## src/design/afc_pkg.sv

```systemverilog
// ----------------------------------------------------------------------------
// afc_pkg
// shared types and constants of the box frustum cull test
// ----------------------------------------------------------------------------
package afc_pkg;

   localparam int unsigned COORD_W = 32;
   localparam int unsigned IDX_W   = 3;
   localparam int unsigned PROD_W  = 2 * COORD_W;
   // three products plus the shifted offset, with headroom for the sign
   localparam int unsigned ACC_W   = PROD_W + 2;
   localparam int unsigned AXIS_W  = 2;

   // request tdata layout, lowest bit first
   localparam int unsigned REQ_TDATA_W = 328;
   localparam int unsigned OFS_IDX   = 0;
   localparam int unsigned OFS_A     = OFS_IDX + IDX_W;
   localparam int unsigned OFS_B     = OFS_A + COORD_W;
   localparam int unsigned OFS_C     = OFS_B + COORD_W;
   localparam int unsigned OFS_D     = OFS_C + COORD_W;
   localparam int unsigned OFS_MIN_X = OFS_D + COORD_W;
   localparam int unsigned OFS_MIN_Y = OFS_MIN_X + COORD_W;
   localparam int unsigned OFS_MIN_Z = OFS_MIN_Y + COORD_W;
   localparam int unsigned OFS_MAX_X = OFS_MIN_Z + COORD_W;
   localparam int unsigned OFS_MAX_Y = OFS_MAX_X + COORD_W;
   localparam int unsigned OFS_MAX_Z = OFS_MAX_Y + COORD_W;
   localparam int unsigned RSP_TDATA_W = 8;

   typedef enum logic {
      MODE_LOAD = 1'b0,
      MODE_TEST = 1'b1
   } mode_type;

   typedef enum logic [AXIS_W-1:0] {
      AXIS_X = 2'd0,
      AXIS_Y = 2'd1,
      AXIS_Z = 2'd2
   } axis_type;

   typedef struct packed {
      logic [COORD_W-1:0] a;
      logic [COORD_W-1:0] b;
      logic [COORD_W-1:0] c;
      logic [COORD_W-1:0] d;
   } plane_type;

   // control word travelling with each product through the shared unit
   typedef struct packed {
      logic clear;
      logic valid;
      logic first;
      logic last;
   } mac_ctl_type;

endpackage

```

## src/design/afc_mac_unit.sv

```systemverilog
// ----------------------------------------------------------------------------
// afc_mac_unit
// shared multiply-accumulate unit: one product per cycle, plane sum sign test
// ----------------------------------------------------------------------------
module afc_mac_unit #(
   parameter int unsigned FRAC_BITS = 16
) (
   input  logic                          clock,
   input  logic                          reset,
   input  afc_pkg::mac_ctl_type          ctl,
   input  logic [afc_pkg::COORD_W-1:0]   coef,
   input  logic [afc_pkg::COORD_W-1:0]   lo_coord,
   input  logic [afc_pkg::COORD_W-1:0]   hi_coord,
   input  logic [afc_pkg::COORD_W-1:0]   offset,
   output logic                          outside
);

   localparam int unsigned CW = afc_pkg::COORD_W;
   localparam int unsigned PW = afc_pkg::PROD_W;
   localparam int unsigned AW = afc_pkg::ACC_W;

   afc_pkg::mac_ctl_type ctl_ff;
   logic signed [PW-1:0] prod_ff;
   logic signed [PW-1:0] prod_in;
   logic [CW-1:0]        offs_ff;
   logic [CW-1:0]        corner;
   logic signed [AW-1:0] acc_ff;
   logic signed [AW-1:0] base;
   logic signed [AW-1:0] sum;
   logic                 outside_ff;
   logic                 positive;

   // near corner: min where the normal component is non-negative
   assign corner  = coef[CW-1] ? hi_coord : lo_coord;
   assign prod_in = $signed(coef) * $signed(corner);

   always_ff @(posedge clock) begin
      if (reset) begin
         ctl_ff <= '0;
      end else begin
         ctl_ff <= ctl;
      end
   end

   always_ff @(posedge clock) begin
      prod_ff <= prod_in;
      offs_ff <= offset;
   end

   assign base = ctl_ff.first
      ? ($signed({{(AW-CW){offs_ff[CW-1]}}, offs_ff}) <<< FRAC_BITS)
      : acc_ff;
   assign sum      = base + $signed({{(AW-PW){prod_ff[PW-1]}}, prod_ff});
   assign positive = !sum[AW-1] && (sum != '0);

   always_ff @(posedge clock) begin
      if (ctl_ff.valid) begin
         acc_ff <= sum;
      end
   end

   always_ff @(posedge clock) begin
      if (reset) begin
         outside_ff <= 1'b0;
      end else if (ctl.clear) begin
         outside_ff <= 1'b0;
      end else if (ctl_ff.valid && ctl_ff.last && positive) begin
         outside_ff <= 1'b1;
      end
   end

   assign outside = outside_ff;

endmodule

```

## config.mk

```make
export PLATFORM = sky130hd
export DESIGN_NAME = afc_mac_unit
export DESIGN_NICKNAME = d
export VERILOG_FILES = /design/src/design/afc_pkg.sv /design/src/design/afc_mac_unit.sv
export SDC_FILE = /design/constraint.sdc
export NUM_CORES = 2
export LEC_CHECK = 0
export ABC_AREA = 0
export BUFFER_PORTS_ARGS = -buffer_cell sky130_fd_sc_hd__buf_2
export CORE_UTILIZATION = 35
export DETAILED_ROUTE_END_ITERATION = 8
export PLACE_DENSITY_LB_ADDON = 0.15
export SYNTH_ARGS = -nofsm -noshare
export SYNTH_HDL_FRONTEND = slang
export SYNTH_SLANG_ARGS = --single-unit
```

## constraint.sdc

```tcl
create_clock -name clock -period 11.5 [get_ports clock]
set_input_delay 0.575 -clock clock [delete_from_list [all_inputs] [get_ports clock]]
set_output_delay 0.575 -clock clock [all_outputs]
set_load 0.05 [all_outputs]
```

**Word-level counts from Yosys, hierarchy flattened**

Cells that the tools add are included.

- Input bits: 134
- Flip-flop bits (word level): 166
- Memory bits (writable): 0
- Logic and storage cells: 17
- Bits in latches: 0
- Memories kept: 0
- Output and inout port bits: 1
- ROM bits: 0

- Multipliers: 1
- Add/subtract/negate cells: 1
- Reduce and logical (&&, ||, !) cells: 6
- Equality and inequality tests: 0
- Magnitude comparators: 0
- Divide/modulo/power cells: 0
- Bitwise logic cells: 0
- Multiplexer cells: 2
- Shift operators: 0

Operator list:

| cell | count |
|---|---|
| 66-bit by 64-bit adder with 66-bit output | 1 |
| 66-bit 2-to-1 mux | 1 |
| 66-bit nonzero test | 1 |
| 32-bit by 32-bit multiplier with 64-bit output | 1 |
| 32-bit 2-to-1 mux | 1 |
| 1-bit logical AND | 3 |
| 2-bit OR reduction | 1 |
| 1-bit zero test | 1 |

**Depth between registers and ports, before layout**

- Word-level depth: 5
- Depth in mapped cells: 35
- Gate-level depth less buffers: 32

**Worst setup path before layout**

No wires, ideal clock.

- Path type: input -> register
- Start point: input coef[31] (netlist bit)
- End point: register prod_ff[56]
- Path buffers: 3
- Arrival time: 8336 ps
- Path slack: 3092 ps
- Setup time: 72 ps
- Cell stages on the path: 30
- Path through: clkbuf_1 clkbuf_1 and2_1 a21o_1 clkbuf_1 nand2_1 fa_1 fa_1 inv_1 fa_1 inv_1 fa_1 inv_1 fa_1 fa_1 fa_1 inv_1 fa_1 inv_1 ha_1 a21o_1 a21o_1 a21o_1 a311oi_1 a31oi_1 nor4_1 nor3_1 a221o_1 a21oi_1 xnor2_1

- Cells in the longest elaborated chain, start to end: 2

Ends and longest elaborated chain:

| item | RTL line | text |
|---|---|---|
| start: declaration | afc_mac_unit.sv:11 | `input logic [afc_pkg::COORD_W-1:0] coef,` |
| 32-bit 2-to-1 mux | afc_mac_unit.sv:34 | `assign corner = coef[CW-1] ? hi_coord : lo_coord;` |
| 32-bit by 32-bit multiplier with 64-bit output (*) | afc_mac_unit.sv:35 | `assign prod_in = $signed(coef) * $signed(corner);` |
| net prod_in[56] | afc_mac_unit.sv:24 | `logic signed [PW-1:0] prod_in;` |
| end signal: assignment | afc_mac_unit.sv:46 | `prod_ff <= prod_in;` |
| end: declaration | afc_mac_unit.sv:23 | `logic signed [PW-1:0] prod_ff;` |

Mark *: on every way through the listed nets, which the timed path passes. The rest lies on a longest branch.
A chain may end at the register's enable or synchronous reset.

**Final worst setup path**

- Start point: input coef[31] (netlist bit)
- End point: register prod_ff[63]

Same word-level chain as after synthesis.

==> metrics.log <==
INFO  metric final_max_slew_viol_count = 0
INFO  metric cts_setup_buffers = 0
INFO  metric setup_total_negative_slack = 0 ns
INFO  metric width_of_the_chip = 361 µm
INFO  metric place_inst = 6429
INFO  metric grt_pass1_vias = 34600
INFO  metric drive_above_1_share = 0.0575
INFO  metric htree_num_levels = 4
INFO  metric arr_time_crit_path = 10.10 ns
INFO  metric required = 11.83 ns
INFO  metric post_layout_nonfiller_instances = 6462
INFO  metric die_height = 361 µm
INFO  metric crit_slowest_cell = a21o_1
INFO  metric clock-root-buffer = clkbuf_16
INFO  metric achievable-frequency = 0.102 GHz
INFO  metric yosys_register_bits = 166
INFO  metric worst-slew-pin-transition = 1.22 ns
INFO  metric synth_top_cells_by_count = 1083 x fa_1, 1053 x inv_1, 581 x nand2_1
INFO  metric final_core_util = 0.376
INFO  metric core_region_area = 128000 µm²
INFO  metric post_drt_via_cell_ratio = 4.90
INFO  metric final.min_clock_period = 9.77 ns
INFO  metric std_cell_rows = 131
INFO  metric nets = 6252
INFO  metric layout-area-overhead-vs-synth = 6.46%
INFO  metric post_route_ant_nets = 0
INFO  metric gr-total-overflow = 0
INFO  metric routedWlPerCell = 20.6 µm
INFO  metric first_pass_grt_wire_length = 210 mm
INFO  metric post-synth-top-count-cell = fa_1
INFO  metric final_weighted_congestion_in_routability_driven_placement = 0.895
INFO  metric crit_path_frequent_cell = fa_1
INFO  metric worst-path-max-fanout = 31
INFO  metric worstSkewPairLatency = 0.45 ns
INFO  metric yosys_most_used_dff = dfxtp_1
INFO  metric cells_taking_the_most_area_after_synthesis = fa_1 48%, inv_1 8.8%, ha_1 6.9%, and2_1 6.3%, nand2_1 4.8%
INFO  metric placement.io_buffers = 134
INFO  metric syn-num-nets = 6281
INFO  metric clk_pin_slew = 0.08 ns
INFO  metric cell_variety_after_synth = 71
INFO  metric cts_tree = done
INFO  metric cts_hold_buf = 0
INFO  metric die_area = 130000 µm²
INFO  metric number_of_drc_markers_in_iteration_0 = 1962
INFO  metric cts_buffers = 17
INFO  metric crit_path_max_incr_delay = 0.63 ns
INFO  metric whs = 0.218 ns
INFO  metric final.setup_skew = 0.0114 ns
INFO  metric worst_setup_path_start_kind = input port
INFO  metric sinks_on_the_clock_net = 166
INFO  metric route.vias.total = 31700
INFO  metric clk_path_buf_depth = 2
INFO  metric largest_net_degree_at_the_start_of_global_routing = 68
INFO  metric post-synth-top-area-cell = fa_1
INFO  metric mappedNetlistArea = 45100 µm²
INFO  metric setup-violations-final = 0
INFO  metric hold_path.class = input port to flip-flop
INFO  metric gr-usage-all-layers = 0.211
INFO  metric synth_top_area_share = 0.481
INFO  metric wl = 133 mm
INFO  metric critical_path.reg2reg.startpoint = ctl_ff[1]$_SDFF_PP0_
INFO  metric post-route-period-util = 0.850
INFO  metric synth_warnings = 0
INFO  metric start_util = 0.353
INFO  metric drt_first_pass_iters = 5
INFO  metric post_cts.resized_instances = 0
INFO  metric synth-edff-count = 66
INFO  metric cp-end-kind = flip-flop
INFO  metric synth.yosys.seq_area_share = 0.0883
INFO  metric antenna_found_initial = 7
INFO  metric outcome = finished clean
INFO  metric residual_drc_count = 0
INFO  metric worst_setup_path_startpoint = coef[31]
INFO  metric report.final.hold_viol_count = 0
INFO  metric path_class = input port to flip-flop
INFO  metric synth-async-reset-ratio = 0
INFO  metric max_slew_margin = 0.188
INFO  metric design.portCount = 135
INFO  metric synth_cells = 4815
INFO  metric grt_setup_unrepaired = false
INFO  metric synth_area_per_cell = 9.37 µm²
INFO  metric cap_violations = 0
INFO  metric place_hpwl = 112 mm
INFO  metric hp-start = offset[9]
layout by cell type, fill, tap and decap left out, types with 86 or more instances in the layout:
cell	instances
a21oi_1	128
and2_1	451
buf_2	134
dfxtp_1	98
fa_1	1083
ha_1	249
inv_1	1053
nand2_1	581
nor2_1	118
nor2b_1	96
o21ai_0	101
xnor2_1	86
registers in the layout, summed over array words and instances (netlist names):
signal   flops
acc_ff      66
ctl_ff       3
offs_ff     32
outside      1
prod_ff     64
per-layer routing:
metal	part of all wire	GRT usage	vias to the layer above
li1	-	-	14300
met1	0.48	0.309	16500
met2	0.45	0.333	736
met3	0.053	0.0301	115
met4	0.016	0.0371	2
met5	0.00014	0	-
cell families after synthesis:
kind of cell               share of synthesized area
and+or+nand+nor                                0.156
adders and majority gates                      0.550
xor gates and xnor gates                      0.0248
DFF                                           0.0883
AOI/OAI and AO/OA                             0.0664
buffers and inverters                          0.106
muxes                                        0.00818
final cells by class:
class,instances,area (µm²)
tap,1662,2080
multi-input combinational,3369,36400
clock inverter,15,181
inverter,1054,3960
clock buffer,17,425
sequential,166,3990
fill,12900,79700
antenna,1,2.50
timing repair buffer,178,1000
worst paths after layout:
path                           to  slack [ns]  cells past startpoint
min reg2reg  outside$_SDFFE_PP0P_        0.56                      2
min            offs_ff[9]$_DFF_P_        0.22                      1
max           prod_ff[63]$_DFF_P_        1.73                     30
max reg2reg  outside$_SDFFE_PP0P_        5.61                     15
worst max-delay path, delay by kind of cell:
family,cells,cell delay (ns)
buffers and inverters,7,1.40
AO/OA/AOI/OAI,8,2.67
AND/OR/NAND/NOR,5,0.85
XOR/XNOR,1,0.11
adder cells (fa/ha/maj),9,4.46
stage by stage:
step	cell area, µm²	setup slack, ns
5_1_grt	48000	1.22
4_1_cts	48000	1.69
3_5_place_dp	47400	1.24
6_report	48000	1.73
3_3_place_gp	47400	1.37
2_1_floorplan	45100	3.09
Power is left out: the tool's default activity adds up to more than one toggle a clock period on the data nets, which glitch-free logic cannot reach.
